$ cat src/sv/dna_pkg.sv
package dna_pkg;

    localparam int FracBitsDef = 16;
    localparam int WordBitsDef = 32;

    localparam logic [2:0] OP_ADD = 3'd0;
    localparam logic [2:0] OP_SUB = 3'd1;
    localparam logic [2:0] OP_MUL = 3'd2;
    localparam logic [2:0] OP_DIV = 3'd3;
    localparam logic [2:0] OP_NEG = 3'd4;

    typedef struct packed {
        logic valid;
        logic use_div;
        logic neg_r;
        logic neg_d;
    } t_div_ctl;

endpackage

$ cat src/sv/dna_divstep.sv
module dna_divstep #(
    parameter int W  = dna_pkg::WordBitsDef,
    parameter int SW = 2 * dna_pkg::WordBitsDef + 4
) (
    input  logic              i_clk,
    input  logic              i_rst_n,
    input  logic              i_adv,
    input  dna_pkg::t_div_ctl i_ctl,
    input  logic [W-1:0]      i_r_rem,
    input  logic [W-1:0]      i_r_low,
    input  logic [W-1:0]      i_r_den,
    input  logic [W-1:0]      i_r_q,
    input  logic [2*W-1:0]    i_d_rem,
    input  logic [W-1:0]      i_d_low,
    input  logic [2*W-1:0]    i_d_den,
    input  logic [W-1:0]      i_d_q,
    input  logic [SW-1:0]     i_side,
    output dna_pkg::t_div_ctl o_ctl,
    output logic [W-1:0]      o_r_rem,
    output logic [W-1:0]      o_r_low,
    output logic [W-1:0]      o_r_den,
    output logic [W-1:0]      o_r_q,
    output logic [2*W-1:0]    o_d_rem,
    output logic [W-1:0]      o_d_low,
    output logic [2*W-1:0]    o_d_den,
    output logic [W-1:0]      o_d_q,
    output logic [SW-1:0]     o_side
);

    localparam int P = 2 * W;

    dna_pkg::t_div_ctl r_ctl;
    logic [W-1:0]      r_r_rem, r_r_low, r_r_den, r_r_q;
    logic [P-1:0]      r_d_rem, r_d_den;
    logic [W-1:0]      r_d_low, r_d_q;
    logic [SW-1:0]     r_side;

    logic [W:0]   w_r_sh;
    logic         w_r_ge;
    logic [W:0]   w_r_diff;
    logic [W-1:0] n_r_rem;
    logic [P:0]   w_d_sh;
    logic         w_d_ge;
    logic [P:0]   w_d_diff;
    logic [P-1:0] n_d_rem;

    always_comb begin
        w_r_sh   = {i_r_rem, i_r_low[W-1]};
        w_r_ge   = w_r_sh >= {1'b0, i_r_den};
        w_r_diff = w_r_sh - {1'b0, i_r_den};
        n_r_rem  = w_r_ge ? w_r_diff[W-1:0] : w_r_sh[W-1:0];
        w_d_sh   = {i_d_rem, i_d_low[W-1]};
        w_d_ge   = w_d_sh >= {1'b0, i_d_den};
        w_d_diff = w_d_sh - {1'b0, i_d_den};
        n_d_rem  = w_d_ge ? w_d_diff[P-1:0] : w_d_sh[P-1:0];
    end

    always_ff @(posedge i_clk) begin
        if (!i_rst_n) begin
            r_ctl <= '0;
        end else if (i_adv) begin
            r_ctl <= i_ctl;
        end
    end

    always_ff @(posedge i_clk) begin
        if (i_adv) begin
            r_r_rem <= n_r_rem;
            r_r_low <= {i_r_low[W-2:0], 1'b0};
            r_r_den <= i_r_den;
            r_r_q   <= {i_r_q[W-2:0], w_r_ge};
            r_d_rem <= n_d_rem;
            r_d_low <= {i_d_low[W-2:0], 1'b0};
            r_d_den <= i_d_den;
            r_d_q   <= {i_d_q[W-2:0], w_d_ge};
            r_side  <= i_side;
        end
    end

    assign o_ctl   = r_ctl;
    assign o_r_rem = r_r_rem;
    assign o_r_low = r_r_low;
    assign o_r_den = r_r_den;
    assign o_r_q   = r_r_q;
    assign o_d_rem = r_d_rem;
    assign o_d_low = r_d_low;
    assign o_d_den = r_d_den;
    assign o_d_q   = r_d_q;
    assign o_side  = r_side;

endmodule

$ cat config.mk
export PLATFORM = sky130hd
export DESIGN_NAME = dna_divstep
export DESIGN_NICKNAME = d
export VERILOG_FILES = /design/src/sv/dna_pkg.sv /design/src/sv/dna_divstep.sv
export SDC_FILE = /design/constraint.sdc
export NUM_CORES = 1
export LEC_CHECK = 0
export CORE_AREA = 2 2 310 312
export CTS_BUF_LIST = sky130_fd_sc_hd__clkbuf_4
export CTS_CLUSTER_SIZE = 12
export DETAILED_ROUTE_END_ITERATION = 10
export DIE_AREA = 0 0 312 314
export DONT_BUFFER_PORTS = 1
export MAX_ROUTING_LAYER = met4
export SLEW_MARGIN = 20
export SYNTH_ARGS = -nofsm -noshare
export SYNTH_HDL_FRONTEND = slang
export SYNTH_SLANG_ARGS = --single-unit
$ cat constraint.sdc
create_clock -name i_clk -period 4.5 [get_ports i_clk]
set_clock_uncertainty 0.1 [all_clocks]
set_input_delay 0.675 -clock i_clk [delete_from_list [all_inputs] [get_ports i_clk]]
set_output_delay 0.675 -clock i_clk [all_outputs]
set_load 0.01 [all_outputs]
==> impl_results.html, run 1 <==
<table>
<tr><th>Metric</th><th>Value</th></tr>
<tr><th colspan="2">Status</th></tr>
<tr><td>Run status</td><td>complete, but fails checks</td></tr>
<tr><td>Failing checks</td><td>negative hold slack</td></tr>
<tr><th colspan="2">Floorplanning</th></tr>
<tr><td>Die outline height</td><td>314 um</td></tr>
<tr><td>Starting utilization of the core area</td><td>0.2010</td></tr>
<tr><td>Die area</td><td>97970 sq um</td></tr>
<tr><td>Horizontal die dimension</td><td>312 um</td></tr>
<tr><td>Io pins</td><td>787</td></tr>
<tr><td>Number of placement rows</td><td>113</td></tr>
<tr><td>Core area</td><td>94450 sq um</td></tr>
<tr><th colspan="2">Final layout</th></tr>
<tr><td>Post-route cell area</td><td>26040 sq um</td></tr>
<tr><td>Fraction of layout instances using a drive strength above 1</td><td>0.1190</td></tr>
<tr><td>Signed area change from the synthesized netlist to the final layout</td><td>37.17%</td></tr>
<tr><td>Final core area utilization</td><td>0.2757</td></tr>
<tr><td>Net total in the final layout</td><td>2418</td></tr>
<tr><th colspan="2">Placement</th></tr>
<tr><td>Placed wire-length estimate</td><td>53.08 mm</td></tr>
<tr><td>PortBufs</td><td>0</td></tr>
<tr><td>Dpl cell area</td><td>20610 sq um</td></tr>
<tr><td>Global placer's final weighted congestion</td><td>0.8966</td></tr>
<tr><td>Worst Setup Slack post-DPL</td><td>0.2998 ns</td></tr>
<tr><th colspan="2">Synthesis</th></tr>
<tr><td>Dominant cells by area after synthesis</td><td>edfxtp_1 (61%), ha_1 (6.3%), mux2_1 (4.1%)</td></tr>
<tr><td>Commonest cells in the synthesized netlist</td><td>edfxtp_1 (386), inv_1 (124), a21oi_1 (102)</td></tr>
<tr><td>Number of enable flip-flop cells after synthesis</td><td>386</td></tr>
<tr><td>Most frequent cell after synthesis</td><td>edfxtp_1</td></tr>
<tr><td>Dominant cell type by area after synthesis</td><td>edfxtp_1</td></tr>
<tr><td>Top-area cell type share of the netlist area</td><td>0.6106</td></tr>
<tr><td>Post-synthesis sequential element count</td><td>390</td></tr>
<tr><td>Netlist area before placement</td><td>18980 sq um</td></tr>
<tr><td>Sequential cell area fraction in the yosys report</td><td>0.6148</td></tr>
<tr><td>Gate count of the mapped netlist</td><td>1437</td></tr>
<tr><td>Yosys warns</td><td>0</td></tr>
<tr><td>Ys async rst share</td><td>0</td></tr>
<tr><td>Most used flip-flop cell after synthesis</td><td>edfxtp_1</td></tr>
<tr><td>Post-synthesis cell type count</td><td>73</td></tr>
<tr><td>Synthesized area per cell</td><td>13.21 sq um</td></tr>
<tr><th colspan="2">Route</th></tr>
<tr><td>DRC marker count from the first detailed-route iteration</td><td>1038</td></tr>
<tr><td>Total via count after detailed routing</td><td>14.32k</td></tr>
<tr><td>First-pass iteration count of the detailed router</td><td>5</td></tr>
<tr><td>Antenna viol nets, final</td><td>0</td></tr>
<tr><td>Average wire per standard cell</td><td>22.65 um</td></tr>
<tr><td>Post-Route WL</td><td>74.76 mm</td></tr>
<tr><td>Detailed-route DRC error count</td><td>0</td></tr>
<tr><td>Vias/cell</td><td>4.338</td></tr>
<tr><th colspan="2">Worst setup path</th></tr>
<tr><td>Cells along the critical path</td><td>dlygate4sd3_1 -&gt; inv_1 -&gt; ha_1 -&gt; nor2b_1 -&gt; o211ai_1 -&gt; a31oi_1 -&gt; or3_4 -&gt; o21ai_2 -&gt; a21oi_2 -&gt; a311oi_4 -&gt; o21ai_2 -&gt; a31oi_4 -&gt; buf_4 -&gt; mux2_1 -&gt; dlygate4sd3_1</td></tr>
<tr><td>Biggest cell delay along the critical path</td><td>0.55 ns</td></tr>
<tr><td>Critical-path cell with the highest stage delay</td><td>dlygate4sd3_1</td></tr>
<tr><td>Critical Path Start Type</td><td>primary input</td></tr>
<tr><td>Worst setup path category</td><td>primary input to flip-flop</td></tr>
<tr><td>Largest fanout of any net on the critical path</td><td>16</td></tr>
<tr><td>Arr. time, crit path</td><td>4.60 ns</td></tr>
<tr><td>Register-to-Register Setup Slack</td><td>3.16 ns</td></tr>
<tr><td>CP Buf/Inv Count</td><td>4</td></tr>
<tr><td>CP Capture Type</td><td>flip-flop</td></tr>
<tr><td>Data required time of the critical path</td><td>5.06 ns</td></tr>
<tr><td>Kind of cell adding the most delay to the critical path</td><td>buffers and inverters</td></tr>
<tr><th colspan="2">Clock tree</th></tr>
<tr><td>Number of setup buffers added after CTS</td><td>0</td></tr>
<tr><td>Worst-case clock buffer depth</td><td>3</td></tr>
<tr><td># H-tree levels</td><td>3</td></tr>
<tr><td>Cells resized by post-CTS repair</td><td>0</td></tr>
<tr><td>Number of clock sinks</td><td>390</td></tr>
<tr><td>Clock transition at the registers of the reported paths</td><td>0.08 ns</td></tr>
<tr><td>Clock insertion delay at the later pin of the skew report</td><td>0.84 ns</td></tr>
<tr><td>Root buf cell</td><td>clkbuf_4</td></tr>
<tr><td>Post-CTS Hold Fix Bufs</td><td>394</td></tr>
<tr><td>CTS tree</td><td>yes</td></tr>
<tr><td>Clock buffers created by TritonCTS</td><td>103</td></tr>
<tr><th colspan="2">Power and ir drop</th></tr>
<tr><td>Max rail drop VDD</td><td>0.2265 mV</td></tr>
<tr><td>Leakage power of the design</td><td>9.943 nW</td></tr>
<tr><td>Cell area power density</td><td>379.5 nW/um^2</td></tr>
<tr><td>Total chip power</td><td>0.009882 W</td></tr>
<tr><th colspan="2">STA</th></tr>
<tr><td>Setup violations, final</td><td>0</td></tr>
<tr><td>Setup repair after global routing missed its margin</td><td>false</td></tr>
<tr><td>Fin crit period</td><td>4.040 ns</td></tr>
<tr><td>Final Worst Setup Slack</td><td>0.4601 ns</td></tr>
<tr><td>Highest achievable clock rate</td><td>247.5 MHz</td></tr>
<tr><td>Post-route worst hold slack</td><td>-0.2291 ns</td></tr>
<tr><td>Max-slew violation count</td><td>0</td></tr>
<tr><td>Slew Limit Headroom</td><td>0.3960</td></tr>
<tr><td>Slew at the pin closest to its max-slew limit</td><td>0.8832 ns</td></tr>
<tr><td>Count of final hold-check violations</td><td>144</td></tr>
<tr><td>Ratio of final minimum period to clock period</td><td>0.8978</td></tr>
<tr><td>Setup TNS</td><td>0 ns</td></tr>
<tr><th colspan="2">GRT</th></tr>
<tr><td>Number of antenna violations at the first check in global routing</td><td>25</td></tr>
<tr><td>Overall fraction of global-route tracks in use</td><td>0.1501</td></tr>
<tr><td>Vias in the first global route</td><td>14.75k</td></tr>
<tr><td>Wire length of the first global-routing pass</td><td>103.6 mm</td></tr>
<tr><td>Largest net degree at the start of global routing</td><td>391</td></tr>
<tr><td>Final global-route overflow total</td><td>0</td></tr>
<tr><th colspan="2">Hold path</th></tr>
<tr><td>Hold/Removal Path Class</td><td>primary input to flip-flop</td></tr>
<tr><th colspan="2">Job</th></tr>
<tr><td>MaxCap Viol Count</td><td>0</td></tr>
</table>
through the flow:
stage | hold WS (ns) | std cells
final | -0.2291 | 3301
after global routing | -0.3692 | 3300
after detailed placement | 0.4852 | 2691
after CTS | -0.3924 | 3274
after global placement | 0.4590 | 2691
after floorplan | 0.4384 | 1438
registers in the layout (all words and copies together) (netlist names):
| signal | cells |
|---|---|
| o_side | 68 |
| o_d_den | 64 |
| o_d_rem | 64 |
| o_d_q | 32 |
| o_r_den | 32 |
| o_r_q | 32 |
| o_r_rem | 32 |
| o_d_low | 31 |
| o_r_low | 31 |
| o_ctl | 4 |
power breakdown:
group          internal, W  total [W]  switching, W
Combinational     0.000766    0.00155      0.000781
Clock              0.00179    0.00344       0.00165
Sequential         0.00445    0.00489      0.000436
routing by layer:
layer  up-vias  share of wire  global-route usage
met2       742           0.45              0.2219
met1      7013           0.41              0.1787
li1       6444              -                   -
met3       121           0.11             0.06423
met5         -              0                   -
met4         0          0.029             0.06184
final cells by class:
cell class / instances / area, sq um
Multi-Input combinational cell: 878 / 6595
Sequential cell: 390 / 11670
Clock buffer: 137 / 1028
Inverter: 124 / 465.4
Tap cell: 1265 / 1583
Fill cell: 9723 / 68410
Clock inverter: 52 / 392.9
Timing Repair Buffer: 428 / 4237
Antenna cell: 27 / 67.56
worst paths after layout:
kind	start	end	depth (start not counted)
max	i_r_low[31]	o_r_rem[12]	15
min	i_adv	o_r_den[28]	0
max reg2reg	o_ctl[2]	o_ctl[2]	3
min reg2reg	o_ctl[0]	o_ctl[0]	3
cell usage in the layout (no fill, tap or decap), drive strengths merged, types with 28 or more instances in the layout:
cell / instances
o21ai: 59
a21o: 48
ha: 96
clkinv: 41
buf: 34
nand2: 82
dlygate4sd3: 394
xnor2: 57
a21oi: 105
mux2: 87
clkbuf: 137
edfxtp: 386
xor2: 28
nor2: 49
inv: 129
cells by family (layout without fill, tap and decap cells):
kind of cell | after synthesis | after routing | synth area share
buffers and inverters | 170 | 741 | 0.03836
AND/OR/NAND/NOR | 269 | 269 | 0.07092
AO/OA/AOI/OAI | 324 | 324 | 0.1124
other | 1 | 29 | 0.0001975
multiplexers | 100 | 100 | 0.05866
flip-flops | 390 | 390 | 0.6148
XOR/XNOR | 85 | 85 | 0.03922
adder cells (fa/ha/maj) | 98 | 98 | 0.06538
No activity file was read; power rests on OpenSTA's default activity.
==> run 2, diff against run 1 <==
clock period = 4.3 ns   (was 4.5 ns; I/O delays follow)
==> run 2 against run 1 <==
Compared with the run above:
- the flow still finishes with violations (negative hold slack)
- count of clock-buffer cells in the layout decreased by 14
- sequential share of layout area about the same
- final cell count about the same
- die area unchanged
- core utilization about the same
- global-route usage decreased by 0.065 points
- critical path type unchanged
- critical endpoint is now o_r_rem[31]
==> impl_results.html, run 2 (synthesis results as in run 1) <==
<table>
<tr><th>Metric</th><th>Value</th></tr>
<tr><th colspan="2">Final layout</th></tr>
<tr><td>Net total in the final layout</td><td>2428 (was 2418)</td></tr>
<tr><td>Fillcell total</td><td>9768 (was 9723)</td></tr>
<tr><td>Post-route cell area</td><td>26050 sq um (was 26040 sq um)</td></tr>
<tr><td>Top library cells by usage in the layout, fill and taps aside</td><td>dlygate4sd3_1 (396), edfxtp_1 (386), inv_1 (124) (was dlygate4sd3_1 (394), edfxtp_1 (386), clkbuf_4 (137))</td></tr>
<tr><td>Signed area change from the synthesized netlist to the final layout</td><td>37.23% (was 37.17%)</td></tr>
<tr><td>Fraction of layout instances using a drive strength above 1</td><td>0.1219 (was 0.1190)</td></tr>
<tr><td>Commonest non-fill, non-tap cell in the layout</td><td>dlygate4sd3_1 (unchanged)</td></tr>
<tr><td>Number of flip-flops in the largest register</td><td>68 (unchanged)</td></tr>
<tr><td>Final core area utilization</td><td>0.2758 (was 0.2757)</td></tr>
<tr><th colspan="2">Status</th></tr>
<tr><td>Run status</td><td>complete, but fails checks (unchanged)</td></tr>
<tr><td>Failing checks</td><td>negative hold slack (unchanged)</td></tr>
<tr><th colspan="2">Route</th></tr>
<tr><td>Post-Route WL</td><td>74.84 mm (was 74.76 mm)</td></tr>
<tr><td>Average wire per standard cell</td><td>22.66 um (was 22.65 um)</td></tr>
<tr><td>Total via count after detailed routing</td><td>14.40k (was 14.32k)</td></tr>
<tr><td>DRC marker count from the first detailed-route iteration</td><td>1096 (was 1038)</td></tr>
<tr><td>Vias/cell</td><td>4.360 (was 4.338)</td></tr>
<tr><td>First-pass iteration count of the detailed router</td><td>5 (unchanged)</td></tr>
<tr><td>Antenna viol nets, final</td><td>0 (unchanged)</td></tr>
<tr><td>Detailed-route DRC error count</td><td>0 (unchanged)</td></tr>
<tr><th colspan="2">Clock tree</th></tr>
<tr><td>Number of clock sinks</td><td>390 (unchanged)</td></tr>
<tr><td>Post-CTS Hold Fix Bufs</td><td>396 (was 394)</td></tr>
<tr><td>Clock transition at the registers of the reported paths</td><td>0.08 ns (about the same)</td></tr>
<tr><td>Clock insertion delay at the later pin of the skew report</td><td>0.86 ns (was 0.84 ns)</td></tr>
<tr><td>Number of setup buffers added after CTS</td><td>0 (unchanged)</td></tr>
<tr><td>Root buf cell</td><td>clkbuf_4 (unchanged)</td></tr>
<tr><td>CTS tree</td><td>yes (unchanged)</td></tr>
<tr><td># H-tree levels</td><td>3 (unchanged)</td></tr>
<tr><td>Worst-case clock buffer depth</td><td>3 (unchanged)</td></tr>
<tr><td>Clock buffers created by TritonCTS</td><td>101 (was 103)</td></tr>
<tr><td>Cells resized by post-CTS repair</td><td>0 (unchanged)</td></tr>
<tr><th colspan="2">Power and ir drop</th></tr>
<tr><td>Leakage power of the design</td><td>9.975 nW (was 9.943 nW)</td></tr>
<tr><td>Total chip power</td><td>0.01020 W (was 0.009882 W)</td></tr>
<tr><td>Max rail drop VDD</td><td>0.1988 mV (was 0.2265 mV)</td></tr>
<tr><td>Cell area power density</td><td>391.5 nW/um^2 (was 379.5 nW/um^2)</td></tr>
<tr><th colspan="2">Worst setup path</th></tr>
<tr><td>CP Capture Type</td><td>flip-flop (unchanged)</td></tr>
<tr><td>Register-to-Register Setup Slack</td><td>2.92 ns (was 3.16 ns)</td></tr>
<tr><td>Biggest cell delay along the critical path</td><td>0.59 ns (was 0.55 ns)</td></tr>
<tr><td>Critical Path Start Type</td><td>primary input (unchanged)</td></tr>
<tr><td>Arr. time, crit path</td><td>4.70 ns (was 4.60 ns)</td></tr>
<tr><td>Critical-path cell with the highest stage delay</td><td>dlygate4sd3_1 (unchanged)</td></tr>
<tr><td>Worst setup path category</td><td>primary input to flip-flop (unchanged)</td></tr>
<tr><td>R2R cell count</td><td>3 (unchanged)</td></tr>
<tr><td>Cells along the critical path</td><td>dlygate4sd3_1 -&gt; inv_1 -&gt; ha_1 -&gt; nor2b_1 -&gt; o211ai_1 -&gt; a31oi_1 -&gt; or3_4 -&gt; o21ai_2 -&gt; a21oi_2 -&gt; a311oi_4 -&gt; o21ai_2 -&gt; a311oi_1 -&gt; dlygate4sd3_1 -&gt; nor3b_1 -&gt; dlygate4sd3_1 (was dlygate4sd3_1 -&gt; inv_1 -&gt; ha_1 -&gt; nor2b_1 -&gt; o211ai_1 -&gt; a31oi_1 -&gt; or3_4 -&gt; o21ai_2 -&gt; a21oi_2 -&gt; a311oi_4 -&gt; o21ai_2 -&gt; a31oi_4 -&gt; buf_4 -&gt; mux2_1 -&gt; dlygate4sd3_1)</td></tr>
<tr><td>Largest fanout of any net on the critical path</td><td>3 (was 16)</td></tr>
<tr><td>Source of the worst register-to-register timing path</td><td>o_ctl[0] (was o_ctl[2])</td></tr>
<tr><td>Cell occurring most often along the worst timing path</td><td>dlygate4sd3_1</td></tr>
<tr><td>Data required time of the critical path</td><td>4.87 ns (was 5.06 ns)</td></tr>
<tr><td>Crit Reg-Reg Endpoint</td><td>o_ctl[0] (was o_ctl[2])</td></tr>
<tr><th colspan="2">GRT</th></tr>
<tr><td>Number of antenna violations at the first check in global routing</td><td>19 (was 25)</td></tr>
<tr><td>Vias in the first global route</td><td>14.45k (was 14.75k)</td></tr>
<tr><td>Largest net degree at the start of global routing</td><td>391 (unchanged)</td></tr>
<tr><td>Overall fraction of global-route tracks in use</td><td>0.1494 (was 0.1501)</td></tr>
<tr><td>Final global-route overflow total</td><td>0 (unchanged)</td></tr>
<tr><td>Wire length of the first global-routing pass</td><td>104.0 mm (was 103.6 mm)</td></tr>
<tr><th colspan="2">Floorplanning</th></tr>
<tr><td>Number of placement rows</td><td>113 (unchanged)</td></tr>
<tr><td>Io pins</td><td>787 (unchanged)</td></tr>
<tr><td>Die area</td><td>97970 sq um (unchanged)</td></tr>
<tr><td>Die outline height</td><td>314 um (unchanged)</td></tr>
<tr><td>Starting utilization of the core area</td><td>0.2010 (unchanged)</td></tr>
<tr><td>Horizontal die dimension</td><td>312 um (unchanged)</td></tr>
<tr><td>Core area</td><td>94450 sq um (unchanged)</td></tr>
<tr><th colspan="2">STA</th></tr>
<tr><td>Highest achievable clock rate</td><td>242.0 MHz</td></tr>
<tr><td>Count of final hold-check violations</td><td>164 (was 144)</td></tr>
<tr><td>Max-slew violation count</td><td>0 (unchanged)</td></tr>
<tr><td>Ratio of final minimum period to clock period</td><td>0.9608</td></tr>
<tr><td>Setup violations, final</td><td>0 (unchanged)</td></tr>
<tr><td>Setup TNS</td><td>0 ns (unchanged)</td></tr>
<tr><td>Slew at the pin closest to its max-slew limit</td><td>1.206 ns (was 0.8832 ns)</td></tr>
<tr><td>Post-route worst hold slack</td><td>-0.2343 ns (was -0.2291 ns)</td></tr>
<tr><td>Fin crit period</td><td>4.132 ns</td></tr>
<tr><td>Slew Limit Headroom</td><td>0.1959 (was 0.3960)</td></tr>
<tr><td>Setup repair after global routing missed its margin</td><td>false (unchanged)</td></tr>
<tr><td>Final Worst Setup Slack</td><td>0.1684 ns (was 0.4601 ns)</td></tr>
<tr><th colspan="2">Placement</th></tr>
<tr><td>Worst Setup Slack post-DPL</td><td>0.09123 ns (was 0.2998 ns)</td></tr>
<tr><td>Global placer's final weighted congestion</td><td>0.9085 (was 0.8966)</td></tr>
<tr><td>Placed wire-length estimate</td><td>53.26 mm (was 53.08 mm)</td></tr>
<tr><td>Dpl cell area</td><td>20690 sq um (was 20610 sq um)</td></tr>
<tr><td>PortBufs</td><td>0 (unchanged)</td></tr>
<tr><th colspan="2">Hold path</th></tr>
<tr><td>Start point of the worst hold path</td><td>i_adv (unchanged)</td></tr>
<tr><td>Hold/Removal Path Class</td><td>primary input to flip-flop (unchanged)</td></tr>
<tr><td>Hold Path End</td><td>o_r_den[28] (unchanged)</td></tr>
<tr><td>Worst hold path depth</td><td>0 (unchanged)</td></tr>
<tr><th colspan="2">Job</th></tr>
<tr><td>MaxCap Viol Count</td><td>0 (unchanged)</td></tr>
</table>
## run 2: final cells by class
type	instances	area, sq um	area share
Sequential cell	390	11670	0.4480
Multi-Input combinational cell	878	6595	0.2532
Timing Repair Buffer	440	4344	0.1668
Tap cell	1265	1583	0.06076
Clock buffer	123	923.4	0.03545
Inverter	124	465.4	0.01787
Clock inverter	63	421.7	0.01619
Antenna cell	19	47.55	0.001825
## run 2: where the power goes
group	internal, W	switching, W	leakage [nW]
registers	0.00466	0.000450	3.81
clock network	0.00170	0.00174	0.801
logic	0.000817	0.000832	5.36
## run 2: worst max-delay path, delay by kind of cell
| kind | cells | cell delay (ns) |
|---|---|---|
| AND/OR/NAND/NOR | 3 | 0.50 |
| buffers and inverters | 4 | 1.78 |
| AO/OA/AOI/OAI | 7 | 1.57 |
| adder cells (fa/ha/maj) | 1 | 0.20 |
## run 2: metal layers
metal / global-route usage / share of wire / vias up
met5: - / 0 / -
met4: 0.04108 / 0.019 / 0
met3: 0.04684 / 0.084 / 89
met2: 0.2254 / 0.45 / 744
met1: 0.1928 / 0.45 / 7114
li1: - / - / 6450
## run 2: how the worst max path moves through the flow
| stage | startpoint | endpoint | slack (ns) | cells after the start |
|---|---|---|---|---|
| floorplan | i_r_den[6] | o_r_rem[25] | 0.72 | 13 |
| global placement | i_d_den[12] | o_d_rem[63] | 0.11 | 14 |
| detailed placement | i_d_low[31] | o_d_rem[60] | 0.09 | 16 |
| CTS | i_r_low[31] | o_r_rem[31] | 0.45 | 15 |
| global route | i_r_low[31] | o_r_rem[31] | 0.15 | 15 |
| finish | i_r_low[31] | o_r_rem[31] | 0.17 | 15 |
## run 2: through the flow
stage          cells  hold WS, ns
3_3_place_gp    2701       0.4590
6_report        3302      -0.2343
3_5_place_dp    2701       0.4893
2_1_floorplan   1438       0.4384
5_1_grt         3300      -0.3680
4_1_cts         3283      -0.4430
==> run 3, diff against run 2 <==
==> constraint.sdc (replaced) <==
create_clock -name i_clk -period 4.3 [get_ports i_clk]
set_clock_uncertainty 0.1 [all_clocks]
set_input_delay 0 -clock i_clk [delete_from_list [all_inputs] [get_ports i_clk]]
set_output_delay 0 -clock i_clk [all_outputs]
set_load 0.01 [all_outputs]
==> run 3 against run 2 <==
Compared with the run above:
- the run now fails in 4_1_cts
- synthesized cell count unchanged
- synthesized area unchanged
==> impl_results.html, run 3 <==
<table>
<tr><th>Metric</th><th>Value</th></tr>
<tr><th colspan="2">Floorplanning</th></tr>
<tr><td>Die outline height</td><td>314 um (unchanged)</td></tr>
<tr><td>Io pins</td><td>787 (unchanged)</td></tr>
<tr><td>Number of placement rows</td><td>113 (unchanged)</td></tr>
<tr><td>Horizontal die dimension</td><td>312 um (unchanged)</td></tr>
<tr><td>Starting utilization of the core area</td><td>0.2010 (unchanged)</td></tr>
<tr><th colspan="2">Synthesis</th></tr>
<tr><td>Post-synthesis sequential element count</td><td>390 (unchanged)</td></tr>
<tr><td>Most frequent cell after synthesis</td><td>edfxtp_1 (unchanged)</td></tr>
<tr><td>Top-area cell type share of the netlist area</td><td>0.6106 (unchanged)</td></tr>
<tr><td>Most used flip-flop cell after synthesis</td><td>edfxtp_1 (unchanged)</td></tr>
<tr><td>Dominant cells by area after synthesis</td><td>edfxtp_1 (61%), ha_1 (6.3%), mux2_1 (4.1%) (unchanged)</td></tr>
<tr><td>Yosys warns</td><td>0 (unchanged)</td></tr>
<tr><td>Sequential cell area fraction in the yosys report</td><td>0.6148 (unchanged)</td></tr>
<tr><td>Ys async rst share</td><td>0 (unchanged)</td></tr>
<tr><td>Synthesized area per cell</td><td>13.21 sq um (unchanged)</td></tr>
<tr><td>Number of enable flip-flop cells after synthesis</td><td>386 (unchanged)</td></tr>
<tr><td>Dominant cell type by area after synthesis</td><td>edfxtp_1 (unchanged)</td></tr>
<tr><td>Netlist area before placement</td><td>18980 sq um (unchanged)</td></tr>
<tr><td>Gate count of the mapped netlist</td><td>1437 (unchanged)</td></tr>
<tr><td>Commonest cells in the synthesized netlist</td><td>edfxtp_1 (386), inv_1 (124), a21oi_1 (102) (unchanged)</td></tr>
<tr><td>Post-synthesis cell type count</td><td>73 (unchanged)</td></tr>
<tr><th colspan="2">Placement</th></tr>
<tr><td>PortBufs</td><td>0 (unchanged)</td></tr>
<tr><td>Global placer's final weighted congestion</td><td>0.9087 (was 0.9085)</td></tr>
<tr><td>Placed wire-length estimate</td><td>52.90 mm (was 53.26 mm)</td></tr>
<tr><th colspan="2">Clock tree</th></tr>
<tr><td>Number of setup buffers added after CTS</td><td>0 (unchanged)</td></tr>
<tr><td>Number of clock sinks</td><td>390 (unchanged)</td></tr>
<tr><td># H-tree levels</td><td>3 (unchanged)</td></tr>
<tr><td>Clock buffers created by TritonCTS</td><td>103 (was 101)</td></tr>
<tr><td>Cells resized by post-CTS repair</td><td>0 (unchanged)</td></tr>
<tr><td>Worst-case clock buffer depth</td><td>3 (unchanged)</td></tr>
<tr><td>Post-CTS Hold Fix Bufs</td><td>574 (was 396)</td></tr>
<tr><td>Root buf cell</td><td>clkbuf_4 (unchanged)</td></tr>
<tr><th colspan="2">Status</th></tr>
<tr><td>Stage where the flow stopped</td><td>4_1_cts</td></tr>
<tr><td>Error that ended the run</td><td>[ERROR RSZ-0060] Max buffer count reached.</td></tr>
<tr><td>Run status</td><td>stopped before the end (was complete, but fails checks)</td></tr>
</table>
## run 3: cells by family after synthesis
logic type | after synthesis | synth area share
buffers and inverters | 170 | 0.03836
AOI/OAI and AO/OA | 324 | 0.1124
adders and majority gates | 98 | 0.06538
and+or+nand+nor | 269 | 0.07092
DFF | 390 | 0.6148
muxes | 100 | 0.05866
xor gates and xnor gates | 85 | 0.03922
other | 1 | 0.0001975
## run 3: per-stage QoR
stage                 util  instances  setup WS [ns]  area, sq um  hold WS (ns)
floorplan                -       1438          1.366        18990     -0.001131
global placement    0.2169       2675         0.5873        20490     -0.001070
detailed placement  0.2169       2675         0.5930        20490     -0.001085
==> run 4, diff against run 3 <==
CORE_AREA = 2 2 308 310   (was 2 2 310 312)
CTS_BUF_LIST = default   (was sky130_fd_sc_hd__clkbuf_4)
CTS_CLUSTER_SIZE = default   (was 12)
DIE_AREA = 0 0 310 312   (was 0 0 312 314)
MAX_ROUTING_LAYER = default   (was met4)
PLACE_DENSITY_LB_ADDON = 0.15   (was default)
==> run 4 against run 3 <==
Compared with the run above:
- the run again fails in 4_1_cts
- synthesized area is the same
- synthesized cell count is the same
==> impl_results.html, run 4 <==
<table>
<tr><th>Metric</th><th>Value</th></tr>
<tr><th colspan="2">Synthesis</th></tr>
<tr><td>Post-synthesis sequential element count</td><td>390 (unchanged)</td></tr>
<tr><td>Most frequent cell after synthesis</td><td>edfxtp_1 (unchanged)</td></tr>
<tr><td>Post-synthesis cell type count</td><td>73 (unchanged)</td></tr>
<tr><td>Top-area cell type share of the netlist area</td><td>0.6106 (unchanged)</td></tr>
<tr><td>Ys async rst share</td><td>0 (unchanged)</td></tr>
<tr><td>Yosys warns</td><td>0 (unchanged)</td></tr>
<tr><td>Dominant cells by area after synthesis</td><td>edfxtp_1 (61%), ha_1 (6.3%), mux2_1 (4.1%) (unchanged)</td></tr>
<tr><td>Number of enable flip-flop cells after synthesis</td><td>386 (unchanged)</td></tr>
<tr><td>Dominant cell type by area after synthesis</td><td>edfxtp_1 (unchanged)</td></tr>
<tr><td>Sequential cell area fraction in the yosys report</td><td>0.6148 (unchanged)</td></tr>
<tr><td>Commonest cells in the synthesized netlist</td><td>edfxtp_1 (386), inv_1 (124), a21oi_1 (102) (unchanged)</td></tr>
<tr><td>Netlist area before placement</td><td>18980 sq um (unchanged)</td></tr>
<tr><td>Gate count of the mapped netlist</td><td>1437 (unchanged)</td></tr>
<tr><td>Synthesized area per cell</td><td>13.21 sq um (unchanged)</td></tr>
<tr><td>Most used flip-flop cell after synthesis</td><td>edfxtp_1 (unchanged)</td></tr>
<tr><th colspan="2">Floorplanning</th></tr>
<tr><td>Die outline height</td><td>312 um (was 314 um)</td></tr>
<tr><td>Starting utilization of the core area</td><td>0.2040 (was 0.2010)</td></tr>
<tr><td>Horizontal die dimension</td><td>310 um (was 312 um)</td></tr>
<tr><td>Number of placement rows</td><td>112 (was 113)</td></tr>
<tr><td>Io pins</td><td>787 (unchanged)</td></tr>
<tr><th colspan="2">Status</th></tr>
<tr><td>Error that ended the run</td><td>[ERROR RSZ-0060] Max buffer count reached. (unchanged)</td></tr>
<tr><td>Stage where the flow stopped</td><td>4_1_cts (unchanged)</td></tr>
<tr><td>Run status</td><td>stopped before the end (unchanged)</td></tr>
<tr><th colspan="2">Clock tree</th></tr>
<tr><td># H-tree levels</td><td>2 (was 3)</td></tr>
<tr><td>Root buf cell</td><td>clkbuf_16 (was clkbuf_4)</td></tr>
<tr><td>Post-CTS Hold Fix Bufs</td><td>550 (was 574)</td></tr>
<tr><td>Number of setup buffers added after CTS</td><td>0 (unchanged)</td></tr>
<tr><td>Clock buffers created by TritonCTS</td><td>48 (was 103)</td></tr>
<tr><td>Worst-case clock buffer depth</td><td>3 (unchanged)</td></tr>
<tr><td>Cells resized by post-CTS repair</td><td>0 (unchanged)</td></tr>
<tr><td>Number of clock sinks</td><td>390 (unchanged)</td></tr>
<tr><th colspan="2">Placement</th></tr>
<tr><td>Placed wire-length estimate</td><td>53.81 mm (was 52.90 mm)</td></tr>
<tr><td>PortBufs</td><td>0 (unchanged)</td></tr>
<tr><td>Global placer's final weighted congestion</td><td>0.8144 (was 0.9087)</td></tr>
<tr><td>Placed cell count</td><td>2658 (was 2675)</td></tr>
</table>
==> run 4: cell counts after synthesis <==
Identical to the previous run, type by type.
==> run 4: cell families after synthesis <==
group | count (synthesis) | share of synthesized area
and+or+nand+nor | 269 | 0.07092
DFF | 390 | 0.6148
muxes | 100 | 0.05866
adders and majority gates | 98 | 0.06538
other | 1 | 0.0001975
AOI/OAI and AO/OA | 324 | 0.1124
buffers and inverters | 170 | 0.03836
xor gates and xnor gates | 85 | 0.03922
==> run 4: stage by stage <==
| step | cell area [sq um] | hold slack (ns) | util | worst slack [ns] |
|---|---|---|---|---|
| 2_1_floorplan | 18990 | -0.001131 | - | 1.366 |
| 3_3_place_gp | 20420 | -0.001075 | 0.2194 | 0.3166 |
| 3_5_place_dp | 20420 | -0.001091 | 0.2194 | 0.3398 |
